`src/sv/fatde_pkg.sv`:
```
// shared types, constants and helpers of the fat directory entry parser
package fatde_pkg;

  typedef enum logic [1:0] {
    OP_END,
    OP_FRAG,
    OP_CLEAR,
    OP_SHORT
  } op_e;

  typedef enum logic [1:0] {
    LN_NONE  = 2'd0,
    LN_VALID = 2'd1,
    LN_TRUNC = 2'd2
  } lstat_e;

  typedef enum logic [1:0] {
    KIND_HEADER = 2'd0,
    KIND_CHUNK  = 2'd1,
    KIND_END    = 2'd2
  } kind_e;

  typedef enum logic [2:0] {
    BK_IDLE,
    BK_FRAG,
    BK_CSUM,
    BK_LEN,
    BK_HDR,
    BK_RD,
    BK_CHUNK,
    BK_END
  } bk_e;

  typedef struct packed {
    op_e          op;
    logic         clear;
    logic [9:0]   base;
    lstat_e       status;
    logic [7:0]   csum;
    logic [255:0] ent;
  } qent_t;

  localparam logic [1:0]  REG_FAT32    = 2'd0;

  localparam logic [7:0]  BYTE_END     = 8'h00;
  localparam logic [7:0]  BYTE_DELETED = 8'hE5;
  localparam logic [7:0]  BYTE_KANJI   = 8'h05;
  localparam logic [7:0]  ATTR_MASK    = 8'h3F;
  localparam logic [7:0]  ATTR_LFN     = 8'h0F;
  localparam logic [7:0]  ATTR_VOLUME  = 8'h08;
  localparam logic [7:0]  ORD_FIRST    = 8'h40;
  localparam logic [7:0]  CHAR_SPACE   = 8'h20;
  localparam logic [7:0]  CHAR_DOT     = 8'h2E;
  localparam logic [7:0]  CHAR_QMARK   = 8'h3F;
  localparam logic [15:0] CHAR_NONE    = 16'hFFFF;
  localparam logic [15:0] ASCII_LIMIT  = 16'h0080;
  localparam logic [3:0]  LFN_LAST     = 4'd12;
  localparam logic [3:0]  SUM_LAST     = 4'd10;

  function automatic logic [4:0] char_pos(input logic [3:0] i);
    logic [4:0] p;
    case (i)
      4'd0:    p = 5'd1;
      4'd1:    p = 5'd3;
      4'd2:    p = 5'd5;
      4'd3:    p = 5'd7;
      4'd4:    p = 5'd9;
      4'd5:    p = 5'd14;
      4'd6:    p = 5'd16;
      4'd7:    p = 5'd18;
      4'd8:    p = 5'd20;
      4'd9:    p = 5'd22;
      4'd10:   p = 5'd24;
      4'd11:   p = 5'd28;
      4'd12:   p = 5'd30;
      default: p = 5'd1;
    endcase
    return p;
  endfunction

  function automatic logic [15:0] lfn_char(input logic [255:0] e, input logic [3:0] i);
    logic [4:0] p;
    p = char_pos(i);
    return e[{p, 3'b000} +: 16];
  endfunction

endpackage

```
`src/sv/fatde_front.sv`:
```
// front end: accepts entries, tracks long-name state and queues work
module fatde_front #(
  parameter int NAME_MAX = 256
) (
  input  logic                  clk_i,
  input  logic                  rst_ni,
  input  logic                  in_valid_i,
  output logic                  in_ready_o,
  input  logic                  action_i,
  input  logic [255:0]          ent_i,
  input  logic                  q_full_i,
  output logic                  push_o,
  output fatde_pkg::qent_t      qd_o
);

  logic                dir_q, dir_d;
  fatde_pkg::lstat_e   stat_q, stat_d;
  logic [7:0]          csum_q, csum_d;
  logic                acc;
  logic [7:0]          b0, b11, b13;
  logic [5:0]          ord, ord_m1;
  logic [9:0]          base;
  logic                trunc;
  logic [15:0]         ch;
  logic [10:0]         pos;

  assign in_ready_o = !q_full_i;
  assign acc = in_valid_i && !q_full_i;
  assign b0  = ent_i[7:0];
  assign b11 = ent_i[95:88];
  assign b13 = ent_i[111:104];
  assign ord = b0[5:0];
  assign ord_m1 = ord - 6'd1;
  assign base = {1'b0, ord_m1, 3'b000} + {2'b00, ord_m1, 2'b00} + {4'b0000, ord_m1};

  always_comb begin
    trunc = 1'b0;
    for (int i = 0; i < 13; i++) begin
      ch  = fatde_pkg::lfn_char(ent_i, 4'(i));
      pos = 11'(base) + 11'(i);
      if (ch != 16'h0000 && ch != fatde_pkg::CHAR_NONE && pos >= 11'(NAME_MAX - 1)) begin
        trunc = 1'b1;
      end
    end
  end

  always_comb begin
    dir_d  = dir_q;
    stat_d = stat_q;
    csum_d = csum_q;
    push_o = 1'b0;
    qd_o.op     = fatde_pkg::OP_END;
    qd_o.clear  = 1'b0;
    qd_o.base   = base;
    qd_o.status = stat_q;
    qd_o.csum   = csum_q;
    qd_o.ent    = ent_i;
    if (acc) begin
      if (!action_i) begin
        dir_d  = 1'b0;
        stat_d = fatde_pkg::LN_NONE;
      end else if (dir_q) begin
        push_o = 1'b1;
      end else if (b0 == fatde_pkg::BYTE_END) begin
        dir_d  = 1'b1;
        push_o = 1'b1;
      end else if (b0 == fatde_pkg::BYTE_DELETED) begin
        stat_d = fatde_pkg::LN_NONE;
      end else if ((b11 & fatde_pkg::ATTR_MASK) == fatde_pkg::ATTR_LFN) begin
        if ((b0 & fatde_pkg::ORD_FIRST) != 8'h00) begin
          csum_d = b13;
          push_o = 1'b1;
          if (ord == 6'd0) begin
            qd_o.op = fatde_pkg::OP_CLEAR;
            stat_d  = fatde_pkg::LN_NONE;
          end else begin
            qd_o.op    = fatde_pkg::OP_FRAG;
            qd_o.clear = 1'b1;
            stat_d     = trunc ? fatde_pkg::LN_TRUNC : fatde_pkg::LN_VALID;
          end
        end else if (stat_q == fatde_pkg::LN_NONE || b13 != csum_q || ord == 6'd0) begin
          stat_d = fatde_pkg::LN_NONE;
        end else begin
          push_o  = 1'b1;
          qd_o.op = fatde_pkg::OP_FRAG;
          if (trunc) begin
            stat_d = fatde_pkg::LN_TRUNC;
          end
        end
      end else if ((b11 & fatde_pkg::ATTR_VOLUME) != 8'h00) begin
        stat_d = fatde_pkg::LN_NONE;
      end else begin
        push_o  = 1'b1;
        qd_o.op = fatde_pkg::OP_SHORT;
        stat_d  = fatde_pkg::LN_NONE;
      end
    end
  end

  always_ff @(posedge clk_i or negedge rst_ni) begin
    if (!rst_ni) begin
      dir_q  <= 1'b0;
      stat_q <= fatde_pkg::LN_NONE;
      csum_q <= 8'h00;
    end else begin
      dir_q  <= dir_d;
      stat_q <= stat_d;
      csum_q <= csum_d;
    end
  end

endmodule

```
`src/sv/fatde_queue.sv`:
```
// two-entry queue between front and back end
module fatde_queue (
  input  logic             clk_i,
  input  logic             rst_ni,
  input  logic             push_i,
  input  fatde_pkg::qent_t data_i,
  output logic             full_o,
  output logic             valid_o,
  input  logic             pop_i,
  output fatde_pkg::qent_t data_o
);

  fatde_pkg::qent_t slot_q [2];
  logic             wp_q, rp_q;
  logic [1:0]       cnt_q;

  assign full_o  = cnt_q == 2'd2;
  assign valid_o = cnt_q != 2'd0;
  assign data_o  = slot_q[rp_q];

  always_ff @(posedge clk_i) begin
    if (push_i) begin
      slot_q[wp_q] <= data_i;
    end
  end

  always_ff @(posedge clk_i or negedge rst_ni) begin
    if (!rst_ni) begin
      wp_q  <= 1'b0;
      rp_q  <= 1'b0;
      cnt_q <= 2'd0;
    end else begin
      if (push_i) begin
        wp_q <= !wp_q;
      end
      if (pop_i) begin
        rp_q <= !rp_q;
      end
      cnt_q <= cnt_q + 2'(push_i) - 2'(pop_i);
    end
  end

endmodule

```
`src/sv/fatde_back.sv`:
```
// back end: name store, checksum, name length and result streaming
module fatde_back #(
  parameter int NAME_MAX = 256
) (
  input  logic             clk_i,
  input  logic             rst_ni,
  input  logic             fat32_i,
  input  logic             q_valid_i,
  output logic             q_pop_o,
  input  fatde_pkg::qent_t q_data_i,
  output logic             out_valid_o,
  input  logic             out_ready_i,
  output logic [1:0]       kind_o,
  output logic [7:0]       attributes_o,
  output logic [31:0]      file_size_o,
  output logic [31:0]      first_cluster_o,
  output logic [7:0]       name_length_o,
  output logic             name_truncated_o,
  output logic             long_name_used_o,
  output logic [63:0]      name_chunk_o,
  output logic             last_o
);

  localparam int ROWS = (NAME_MAX + 7) / 8;
  localparam int RW   = $clog2(ROWS);
  localparam int PW   = RW + 3;
  localparam int VW   = ROWS * 8;

  fatde_pkg::bk_e   state_q, state_d;
  fatde_pkg::qent_t ent_q;
  logic [3:0]       cnt_q, cnt_d;
  logic [7:0]       sum_q, sum_d;
  logic             long_q, long_d;
  logic [7:0]       len_q, len_d;
  logic [RW-1:0]    row_q, row_d;
  logic [VW-1:0]    valid_q;
  logic [63:0]      mem [ROWS];
  logic [63:0]      rdata_q;

  logic             ov_q;
  fatde_pkg::kind_e kind_q;
  logic [7:0]       attr_q;
  logic [31:0]      size_q, clus_q;
  logic [7:0]       nlen_q;
  logic             trunc_q, ulong_q, last_q;
  logic [63:0]      chunk_q;

  logic             out_free, load_out, last_chunk, use_long;
  logic [15:0]      ch;
  logic [10:0]      pos;
  logic             wr;
  logic [PW-1:0]    waddr;
  logic [7:0]       wdata;
  logic [VW-1:0]    veff;
  logic [7:0]       vrow;
  logic             zfound;
  logic [2:0]       zidx;
  logic [7:0]       b [12];
  logic [7:0]       sn [12];
  logic [3:0]       n8, ne, rawlen, slen, off;
  logic             has_ext, stop;
  logic [63:0]      cdata, cmask;
  logic [8:0]       pidx;

  assign out_free = !ov_q || out_ready_i;
  assign last_chunk = (9'({row_q, 3'b000}) + 9'd8) >= {1'b0, len_q};

  // 8.3 name formatting
  always_comb begin
    for (int i = 0; i < 12; i++) begin
      b[i] = ent_q.ent[8*i +: 8];
    end
    n8 = 4'd0;
    stop = 1'b0;
    for (int i = 0; i < 8; i++) begin
      if (b[i] == fatde_pkg::CHAR_SPACE) begin
        stop = 1'b1;
      end
      if (!stop) begin
        n8 = n8 + 4'd1;
      end
    end
    has_ext = b[8] != fatde_pkg::CHAR_SPACE;
    ne = 4'd0;
    stop = 1'b0;
    for (int i = 8; i < 11; i++) begin
      if (b[i] == fatde_pkg::CHAR_SPACE) begin
        stop = 1'b1;
      end
      if (!stop) begin
        ne = ne + 4'd1;
      end
    end
    for (int p = 0; p < 12; p++) begin
      off = 4'(p) - n8 - 4'd1;
      sn[p] = 8'h00;
      if (4'(p) < n8) begin
        sn[p] = (p == 0 && b[0] == fatde_pkg::BYTE_KANJI) ? fatde_pkg::BYTE_DELETED : b[p];
      end else if (has_ext && 4'(p) == n8) begin
        sn[p] = fatde_pkg::CHAR_DOT;
      end else if (has_ext && off < ne) begin
        sn[p] = b[8 + int'(off[1:0])];
      end
    end
    rawlen = n8 + (has_ext ? ne + 4'd1 : 4'd0);
    slen = rawlen;
    stop = 1'b0;
    for (int p = 0; p < 12; p++) begin
      if (!stop && 4'(p) < rawlen && sn[p] == 8'h00) begin
        slen = 4'(p);
        stop = 1'b1;
      end
    end
  end

  // long-name fragment write
  always_comb begin
    ch    = fatde_pkg::lfn_char(ent_q.ent, cnt_q);
    pos   = 11'(ent_q.base) + 11'(cnt_q);
    wr    = state_q == fatde_pkg::BK_FRAG && ch != 16'h0000 &&
            ch != fatde_pkg::CHAR_NONE && pos < 11'(NAME_MAX - 1);
    waddr = pos[PW-1:0];
    wdata = (ch < fatde_pkg::ASCII_LIMIT) ? ch[7:0] : fatde_pkg::CHAR_QMARK;
  end

  // long name length scan
  always_comb begin
    for (int j = 0; j < VW; j++) begin
      veff[j] = valid_q[j] && (j < NAME_MAX - 1);
    end
    vrow = veff[{row_q, 3'b000} +: 8];
    zfound = 1'b0;
    zidx = 3'd0;
    for (int i = 7; i >= 0; i--) begin
      if (!vrow[i]) begin
        zfound = 1'b1;
        zidx = 3'(i);
      end
    end
  end

  always_comb begin
    sum_d    = {sum_q[0], sum_q[7:1]} + ent_q.ent[{cnt_q, 3'b000} +: 8];
    use_long = ent_q.status != fatde_pkg::LN_NONE && sum_d == ent_q.csum;
  end

  // chunk data
  always_comb begin
    if (long_q) begin
      cdata = rdata_q;
    end else if (row_q == '0) begin
      cdata = {sn[7], sn[6], sn[5], sn[4], sn[3], sn[2], sn[1], sn[0]};
    end else begin
      cdata = {32'h0, sn[11], sn[10], sn[9], sn[8]};
    end
    for (int i = 0; i < 8; i++) begin
      pidx = 9'({row_q, 3'(i)});
      cmask[8*i +: 8] = (pidx < {1'b0, len_q}) ? 8'hFF : 8'h00;
    end
  end

  // next state
  always_comb begin
    state_d = state_q;
    case (state_q)
      fatde_pkg::BK_IDLE: begin
        if (q_valid_i) begin
          case (q_data_i.op)
            fatde_pkg::OP_END:   state_d = fatde_pkg::BK_END;
            fatde_pkg::OP_FRAG:  state_d = fatde_pkg::BK_FRAG;
            fatde_pkg::OP_SHORT: state_d = fatde_pkg::BK_CSUM;
            default:             state_d = fatde_pkg::BK_IDLE;
          endcase
        end
      end
      fatde_pkg::BK_FRAG: begin
        if (cnt_q == fatde_pkg::LFN_LAST) state_d = fatde_pkg::BK_IDLE;
      end
      fatde_pkg::BK_CSUM: begin
        if (cnt_q == fatde_pkg::SUM_LAST) begin
          state_d = use_long ? fatde_pkg::BK_LEN : fatde_pkg::BK_HDR;
        end
      end
      fatde_pkg::BK_LEN: begin
        if (zfound) state_d = fatde_pkg::BK_HDR;
      end
      fatde_pkg::BK_HDR: begin
        if (out_free) state_d = (len_q == 8'd0) ? fatde_pkg::BK_IDLE : fatde_pkg::BK_RD;
      end
      fatde_pkg::BK_RD: state_d = fatde_pkg::BK_CHUNK;
      fatde_pkg::BK_CHUNK: begin
        if (out_free) state_d = last_chunk ? fatde_pkg::BK_IDLE : fatde_pkg::BK_RD;
      end
      fatde_pkg::BK_END: begin
        if (out_free) state_d = fatde_pkg::BK_IDLE;
      end
      default: state_d = fatde_pkg::BK_IDLE;
    endcase
  end

  // datapath control
  always_comb begin
    q_pop_o  = state_q == fatde_pkg::BK_IDLE && q_valid_i;
    cnt_d    = cnt_q + 4'd1;
    long_d   = long_q;
    len_d    = len_q;
    row_d    = row_q;
    load_out = 1'b0;
    case (state_q)
      fatde_pkg::BK_IDLE: cnt_d = 4'd0;
      fatde_pkg::BK_CSUM: begin
        if (cnt_q == fatde_pkg::SUM_LAST) begin
          long_d = use_long;
          len_d  = 8'(slen);
          row_d  = '0;
        end
      end
      fatde_pkg::BK_LEN: begin
        if (zfound) begin
          len_d = 8'({row_q, zidx});
        end else begin
          row_d = row_q + RW'(1);
        end
      end
      fatde_pkg::BK_HDR: begin
        load_out = out_free;
        row_d    = '0;
      end
      fatde_pkg::BK_CHUNK: begin
        load_out = out_free;
        if (out_free) row_d = row_q + RW'(1);
      end
      fatde_pkg::BK_END: load_out = out_free;
      default: ;
    endcase
  end

  always_ff @(posedge clk_i) begin
    if (wr) begin
      mem[waddr[PW-1:3]][{waddr[2:0], 3'b000} +: 8] <= wdata;
    end
    rdata_q <= mem[row_q];
    if (q_pop_o) begin
      ent_q <= q_data_i;
    end
    cnt_q  <= cnt_d;
    sum_q  <= (state_q == fatde_pkg::BK_CSUM) ? sum_d : 8'h00;
    long_q <= long_d;
    len_q  <= len_d;
    row_q  <= row_d;
    if (load_out) begin
      attr_q  <= 8'h00;
      size_q  <= 32'h0;
      clus_q  <= 32'h0;
      nlen_q  <= 8'h00;
      trunc_q <= 1'b0;
      ulong_q <= 1'b0;
      chunk_q <= 64'h0;
      last_q  <= 1'b1;
      case (state_q)
        fatde_pkg::BK_HDR: begin
          kind_q  <= fatde_pkg::KIND_HEADER;
          attr_q  <= b[11];
          size_q  <= ent_q.ent[255:224];
          clus_q  <= {fat32_i ? ent_q.ent[175:160] : 16'h0000, ent_q.ent[223:208]};
          nlen_q  <= len_q;
          trunc_q <= long_q && ent_q.status == fatde_pkg::LN_TRUNC;
          ulong_q <= long_q;
          last_q  <= len_q == 8'd0;
        end
        fatde_pkg::BK_CHUNK: begin
          kind_q  <= fatde_pkg::KIND_CHUNK;
          chunk_q <= cdata & cmask;
          last_q  <= last_chunk;
        end
        default: kind_q <= fatde_pkg::KIND_END;
      endcase
    end
  end

  always_ff @(posedge clk_i or negedge rst_ni) begin
    if (!rst_ni) begin
      state_q <= fatde_pkg::BK_IDLE;
      valid_q <= '0;
      ov_q    <= 1'b0;
    end else begin
      state_q <= state_d;
      if (q_pop_o && (q_data_i.op == fatde_pkg::OP_CLEAR ||
                      (q_data_i.op == fatde_pkg::OP_FRAG && q_data_i.clear))) begin
        valid_q <= '0;
      end else if (wr) begin
        valid_q[waddr] <= 1'b1;
      end
      if (load_out) begin
        ov_q <= 1'b1;
      end else if (out_ready_i) begin
        ov_q <= 1'b0;
      end
    end
  end

  assign out_valid_o      = ov_q;
  assign kind_o           = kind_q;
  assign attributes_o     = attr_q;
  assign file_size_o      = size_q;
  assign first_cluster_o  = clus_q;
  assign name_length_o    = nlen_q;
  assign name_truncated_o = trunc_q;
  assign long_name_used_o = ulong_q;
  assign name_chunk_o     = chunk_q;
  assign last_o           = last_q;

endmodule

```
`src/sv/fat_directory_entry_parser.sv`:
```
// top level of the fat directory entry parser
// Parses 32-byte FAT directory entries, one per input transfer. The front end
// takes an entry and queues work for the back end through a two-entry queue.
// In the back end a long-name fragment writes one name character per cycle,
// an end-of-directory entry gives one end record, and a short entry runs a
// checksum, a name length scan for a long name, then one header and each
// 8-character chunk through a read state and a chunk state, paced by the
// single read port of the name store and held by out_ready_i. Deleted entries,
// volume labels and directory starts finish in the front end. fat32_mode sits
// at byte address 0 of the APB port.
module fat_directory_entry_parser #(
  parameter int NAME_MAX = 256
) (
  input  logic        clk_i,
  input  logic        rst_ni,
  input  logic        psel,
  input  logic        penable,
  input  logic        pwrite,
  input  logic [1:0]  paddr,
  input  logic [31:0] pwdata,
  output logic [31:0] prdata,
  output logic        pready,
  input  logic        in_valid_i,
  output logic        in_ready_o,
  input  logic        action_i,
  input  logic [63:0] entry_bytes_0_7_i,
  input  logic [63:0] entry_bytes_8_15_i,
  input  logic [63:0] entry_bytes_16_23_i,
  input  logic [63:0] entry_bytes_24_31_i,
  output logic        out_valid_o,
  input  logic        out_ready_i,
  output logic [1:0]  kind_o,
  output logic [7:0]  attributes_o,
  output logic [31:0] file_size_o,
  output logic [31:0] first_cluster_o,
  output logic [7:0]  name_length_o,
  output logic        name_truncated_o,
  output logic        long_name_used_o,
  output logic [63:0] name_chunk_o,
  output logic        last_o
);

  logic             fat32_q;
  logic             q_full, q_push, q_valid, q_pop;
  fatde_pkg::qent_t q_in, q_out;

  assign pready = 1'b1;
  assign prdata = (paddr == fatde_pkg::REG_FAT32) ? {31'h0, fat32_q} : 32'h0;

  always_ff @(posedge clk_i or negedge rst_ni) begin
    if (!rst_ni) begin
      fat32_q <= 1'b0;
    end else if (psel && penable && pwrite && paddr == fatde_pkg::REG_FAT32) begin
      fat32_q <= pwdata[0];
    end
  end

  fatde_front #(.NAME_MAX(NAME_MAX)) u_front (
    .clk_i      (clk_i),
    .rst_ni     (rst_ni),
    .in_valid_i (in_valid_i),
    .in_ready_o (in_ready_o),
    .action_i   (action_i),
    .ent_i      ({entry_bytes_24_31_i, entry_bytes_16_23_i,
                  entry_bytes_8_15_i, entry_bytes_0_7_i}),
    .q_full_i   (q_full),
    .push_o     (q_push),
    .qd_o       (q_in)
  );

  fatde_queue u_queue (
    .clk_i   (clk_i),
    .rst_ni  (rst_ni),
    .push_i  (q_push),
    .data_i  (q_in),
    .full_o  (q_full),
    .valid_o (q_valid),
    .pop_i   (q_pop),
    .data_o  (q_out)
  );

  fatde_back #(.NAME_MAX(NAME_MAX)) u_back (
    .clk_i            (clk_i),
    .rst_ni           (rst_ni),
    .fat32_i          (fat32_q),
    .q_valid_i        (q_valid),
    .q_pop_o          (q_pop),
    .q_data_i         (q_out),
    .out_valid_o      (out_valid_o),
    .out_ready_i      (out_ready_i),
    .kind_o           (kind_o),
    .attributes_o     (attributes_o),
    .file_size_o      (file_size_o),
    .first_cluster_o  (first_cluster_o),
    .name_length_o    (name_length_o),
    .name_truncated_o (name_truncated_o),
    .long_name_used_o (long_name_used_o),
    .name_chunk_o     (name_chunk_o),
    .last_o           (last_o)
  );

endmodule
```
`config.mk`:
```
export PLATFORM = sky130hd
export DESIGN_NAME = fat_directory_entry_parser
export DESIGN_NICKNAME = d
export VERILOG_FILES = /design/src/sv/fatde_pkg.sv /design/src/sv/fatde_front.sv /design/src/sv/fatde_queue.sv /design/src/sv/fatde_back.sv /design/src/sv/fat_directory_entry_parser.sv
export SDC_FILE = /design/constraint.sdc
export NUM_CORES = 2
export LEC_CHECK = 0
export BUFFER_PORTS_ARGS = -buffer_cell sky130_fd_sc_hd__clkbuf_2
export CAP_MARGIN = 20
export CORE_UTILIZATION = 60
export CTS_CLUSTER_SIZE = 25
export DETAILED_ROUTE_END_ITERATION = 10
export PLACE_DENSITY = 0.8
export SLEW_MARGIN = 40
export SYNTH_ARGS = -nofsm -noshare
export SYNTH_HDL_FRONTEND = slang
export SYNTH_SLANG_ARGS = --single-unit
```
`constraint.sdc`:
```
create_clock -name clk_i -period 57.5 [get_ports clk_i]
set_clock_uncertainty 0.2 [all_clocks]
set_input_delay 11.5 -clock clk_i [delete_from_list [all_inputs] [get_ports clk_i]]
set_output_delay 11.5 -clock clk_i [all_outputs]
set_load 0.01 [all_outputs]
```
==> reports/qor.tcl <==
set qor(count_of_flip_flops_with_a_built_in_enable_after_synthesis) 3045
set qor(fraction_of_power_consumed_by_the_clock_network) 0.250
set qor(synth_top_area_share) 0.638
set qor(cp.required_ps) 45800
set qor(share_comb_of_total_power) 0.357
set qor(number_of_buffers_inserted_during_clock_tree_synthesis) 349
set qor(worst_pin_slew_ps) 990
set qor(floorplan.die_area_sq_mm) 0.241
set qor(timing.setup.tns_ps) 0
set qor(syn_inst) 8872
set qor(coreArea_sq_mm) 0.238
set qor(max_clock_freq_mhz) 42.2
set qor(routed_wire_length_um) 444000
set qor(launching_element_type_of_the_critical_path) {input pin}
set qor(root_buffer) {sky130_fd_sc_hd__clkbuf_16}
set qor(fillers) 14800
set qor(start_util) 0.603
set qor(ys_dominant_reg_cell) {sky130_fd_sc_hd__edfxtp_1}
set qor(max_cap_violations) 0
set qor(crit_path_start) {paddr[1]}
set qor(via_per_inst) 6.88
set qor(ys_top_cells_by_count) {3045 x sky130_fd_sc_hd__edfxtp_1, 777 x sky130_fd_sc_hd__nor2_1, 533 x sky130_fd_sc_hd__mux4_2, 524 x sky130_fd_sc_hd__a21oi_1, 490 x sky130_fd_sc_hd__mux2i_1}
set qor(worst-setup-path-type) {input pin to output pin}
set qor(power.switching_fraction) 0.377
set qor(synth.distinct_cells) 100
set qor(clk_latency_ps) 1020
set qor(grt_max_degree) 116
set qor(post_synth_main_area_contributors) {sky130_fd_sc_hd__edfxtp_1 64%, sky130_fd_sc_hd__mux4_2 8.4%, sky130_fd_sc_hd__dfrtp_1 4.8%}
set qor(rsz_0062_raised_after_global_routing) {false}
set qor(final-max-slew-violation-count) 0
set qor(first_global_vias) 86800
set qor(reg2reg_to) {u_back.len_q[2]$_DFFE_PP_}
set qor(timing_hold_violations_final) 0
set qor(p_switching_mw) 3.40
set qor(p_seq_frac) 0.394
set qor(drt-initial-drc-count) 13800
set qor(ctsHoldBuffers) 0
set qor(gpl.final_weighted_congestion) 1.00
set qor(clock_tree.htree_level_count) 5
set qor(number_of_search_and_repair_iterations_in_the_first_detailed_routing_pass) 8
set qor(finalSetupViolations) 0
set qor(routedWlPerCell_um) 34.1
set qor(global_route.overflow_total) 0
set qor(cellInternalPower_mw) 5.62
set qor(global_route_wire_length_before_repair_um) 621000
set qor(crit_path_cell_trace) {clkbuf_2, nor2_1, and2_1, clkbuf_2}
set qor(ys_ff_latch) 3401
set qor(synth-warning-count) 0
set qor(crit-reg2reg-launch) {u_back.b[82]$_DFFE_PP_}
set qor(reg2reg_depth) 30
set qor(final_nets) 9936
set qor(critical_path.endpoint) {prdata[0]}
set qor(final.min_clock_period_ps) 23670
set qor(power.ir.vdd_worst_mv) 0.0470
set qor(cts_resized) 0
set qor(grt_antenna_before_repair) 57
set qor(clk_pin_slew_ps) 60
set qor(worst_slew_margin_rel) 0.331
set qor(antenna_violating_nets_post_route) 0
set qor(cts_tree) {built}
set qor(power-per-cell-area_mw_per_mm2) 55.6
set qor(clk_path_buf_depth) 4
set qor(synthesis.area_sq_mm) 0.143
set qor(max_stage_delay_ps) 140
set qor(multiInputGateArea_sq_mm) 0.0425
set qor(p_leak_nw) 57.9
set qor(via_count) 89600
set qor(place_hpwl_um) 288000
set qor(final_min_period_over_clock_period) 0.412
set qor(crit_cells) 4
set qor(path_max_fanout) 2
set qor(synthMostInstantiatedCell) {sky130_fd_sc_hd__edfxtp_1}
set qor(path_delay_family) {simple AND/OR/NAND/NOR gates}
set qor(synth_largest_area_cell) {sky130_fd_sc_hd__edfxtp_1}
set qor(chipHeight_um) 491
set qor(path_buf_inv) 2
set qor(post-cts-setup-buffer-count) 0
set qor(syn2layout_area_growth_pct) 13.2
set qor(async_flop_share) 0.0809
set qor(hold_removal_path_class) {register to register}
set qor(cp.arrival_ps) 11970
set qor(floorplan.die.width_um) 491
set qor(critical_path.most_common_cell) {sky130_fd_sc_hd__clkbuf_2}
set qor(avg_synthesized_cell_area_sq_um) 16.2
set qor(register_area_sq_mm) 0.100
set qor(global_route.usage.total) 0.364
set qor(report.power.total_mw) 9.02
set qor(drc_errors) 0
set qor(boundaryPins) 482
set qor(clock_sink_total) 3401
set qor(floorplan.rows) 179
set qor(critPathCaptureType) {output pin}
set qor(outcome) {finished, final reports clean}
set qor(placement.io_buffers) 418
set qor(layout-drive-gt1-share) 0.233
set qor(synth_sequential_area_ratio) 0.697
set qor(crit_path_top_delay_cell) {sky130_fd_sc_hd__and2_1}
set qor(reg2reg_slack_ps) 47340
==> per-layer routing <==
| metal | GRT usage | part of all wire | up-vias |
|---|---|---|---|
| met2 | 0.533 | 0.45 | 6900 |
| met1 | 0.496 | 0.36 | 45300 |
| met4 | 0.209 | 0.065 | 20 |
| met3 | 0.100 | 0.13 | 1302 |
| li1 | - | - | 36100 |
| met5 | 0 | 0.00032 | - |
==> cell type report <==
class,count,area share
antenna,59,0.000910
clock buffer,455,0.0588
clock inverter,164,0.0107
inverter,79,0.00194
multi-input combinational,5072,0.262
sequential,3401,0.616
tap,3167,0.0244
timing repair buffer,628,0.0253
==> worst reg2reg max path: cells and delay by family (launching register included) <==
kind / cells / cell delay, ps
adders and majority gates: 5 / 1540
buffers and inverters: 2 / 440
muxes: 1 / 240
DFF: 1 / 700
and+or+nand+nor: 10 / 3210
xor gates and xnor gates: 3 / 1320
AOI/OAI and AO/OA: 9 / 2300
==> power by group through the flow <==
stage,clock (mW),sequential (mW),combinational (mW)
final,2.25,3.55,3.22
after global routing,2.35,3.55,3.33
after CTS,2.26,3.54,3.09
after detailed placement,0,3.58,3.07
after global placement,0,3.58,2.97
after floorplan,0,3.50,1.86
==> worst min path at each step <==
stage | start | end | cells past startpoint
CTS | u_back.valid_q[152]$_DFFE_PN0P_ | u_back.valid_q[152]$_DFFE_PN0P_ | 2
finish | u_queue.slot_q[1][97]$_DFFE_PP_ | u_back.ent_q[97]$_DFFE_PP_ | 1
floorplan | u_queue.wp_q$_DFFE_PN0P_ | u_queue.wp_q$_DFFE_PN0P_ | 1
detailed placement | u_back.valid_q[152]$_DFFE_PN0P_ | u_back.valid_q[152]$_DFFE_PN0P_ | 2
global placement | u_back.valid_q[80]$_DFFE_PN0P_ | u_back.valid_q[80]$_DFFE_PN0P_ | 2
global route | u_queue.slot_q[0][108]$_DFFE_PP_ | u_back.ent_q[108]$_DFFE_PP_ | 1
==> cells by family after synthesis <==
logic type,count (synthesis),share of synthesized area
DFF,3401,0.697
buffers and inverters,693,0.0199
AOI/OAI and AO/OA,1403,0.0613
and+or+nand+nor,1771,0.0579
muxes,1417,0.149
adders and majority gates,107,0.00965
other,2,0.0000524
xor gates and xnor gates,78,0.00496
==> sequential cells by signal, summed over array words and instances, names as in the netlist, 2 cells and up, named ones only <==
register,flops
u_back.file_size_o,32
u_back.attributes_o,8
u_back.first_cluster_o,32
u_back.mem,2048
u_back.valid_q,255
u_back.sum_q,8
u_queue.slot_q,558
u_back.name_chunk_o,64
u_back.ent_q,180
u_back.name_length_o,8
u_back.cnt_q,4
u_back.b,96
u_back.kind_o,2
u_front.csum_q,8
u_back.rdata_q,64
u_front.stat_q,2
u_back.row_q,5
u_queue.cnt_q,2
u_back.len_q,8
u_back.state_q,3
==> placed cells by master, fill, tap and decap left out, types with 76 or more instances in the layout <==
cell type	Yosys	layout
sky130_fd_sc_hd__edfxtp_1	3045	3045
sky130_fd_sc_hd__nor2_1	777	663
sky130_fd_sc_hd__mux4_2	533	533
sky130_fd_sc_hd__a21oi_1	524	520
sky130_fd_sc_hd__mux2i_1	490	487
sky130_fd_sc_hd__clkbuf_2	1	417
sky130_fd_sc_hd__mux2_2	390	390
sky130_fd_sc_hd__clkbuf_16	0	356
sky130_fd_sc_hd__nand2_1	313	311
sky130_fd_sc_hd__conb_1	2	296
sky130_fd_sc_hd__dfrtp_1	275	274
sky130_fd_sc_hd__o21ai_0	278	273
sky130_fd_sc_hd__buf_4	38	166
sky130_fd_sc_hd__a22oi_1	136	136
sky130_fd_sc_hd__nand3_1	123	111
sky130_fd_sc_hd__ha_1	101	101
sky130_fd_sc_hd__and3_1	99	99
sky130_fd_sc_hd__a221oi_1	95	94
sky130_fd_sc_hd__nor4_1	80	78
sky130_fd_sc_hd__nand4_1	77	77
sky130_fd_sc_hd__dfxtp_1	81	77
sky130_fd_sc_hd__nor2_2	1	76
==> through the flow <==
step	setup WS, ps	std cells	cell area, sq um	hold WS, ps	util
2_1_floorplan	24200	9166	144000	256	-
3_3_place_gp	33800	12300	150000	270	0.631
3_5_place_dp	33840	12300	150000	280	0.633
4_1_cts	33840	13000	162000	294	0.681
5_1_grt	33770	13000	162000	302	0.682
6_report	33830	13000	162000	291	0.683
Power figures use the tool's default switching activity.
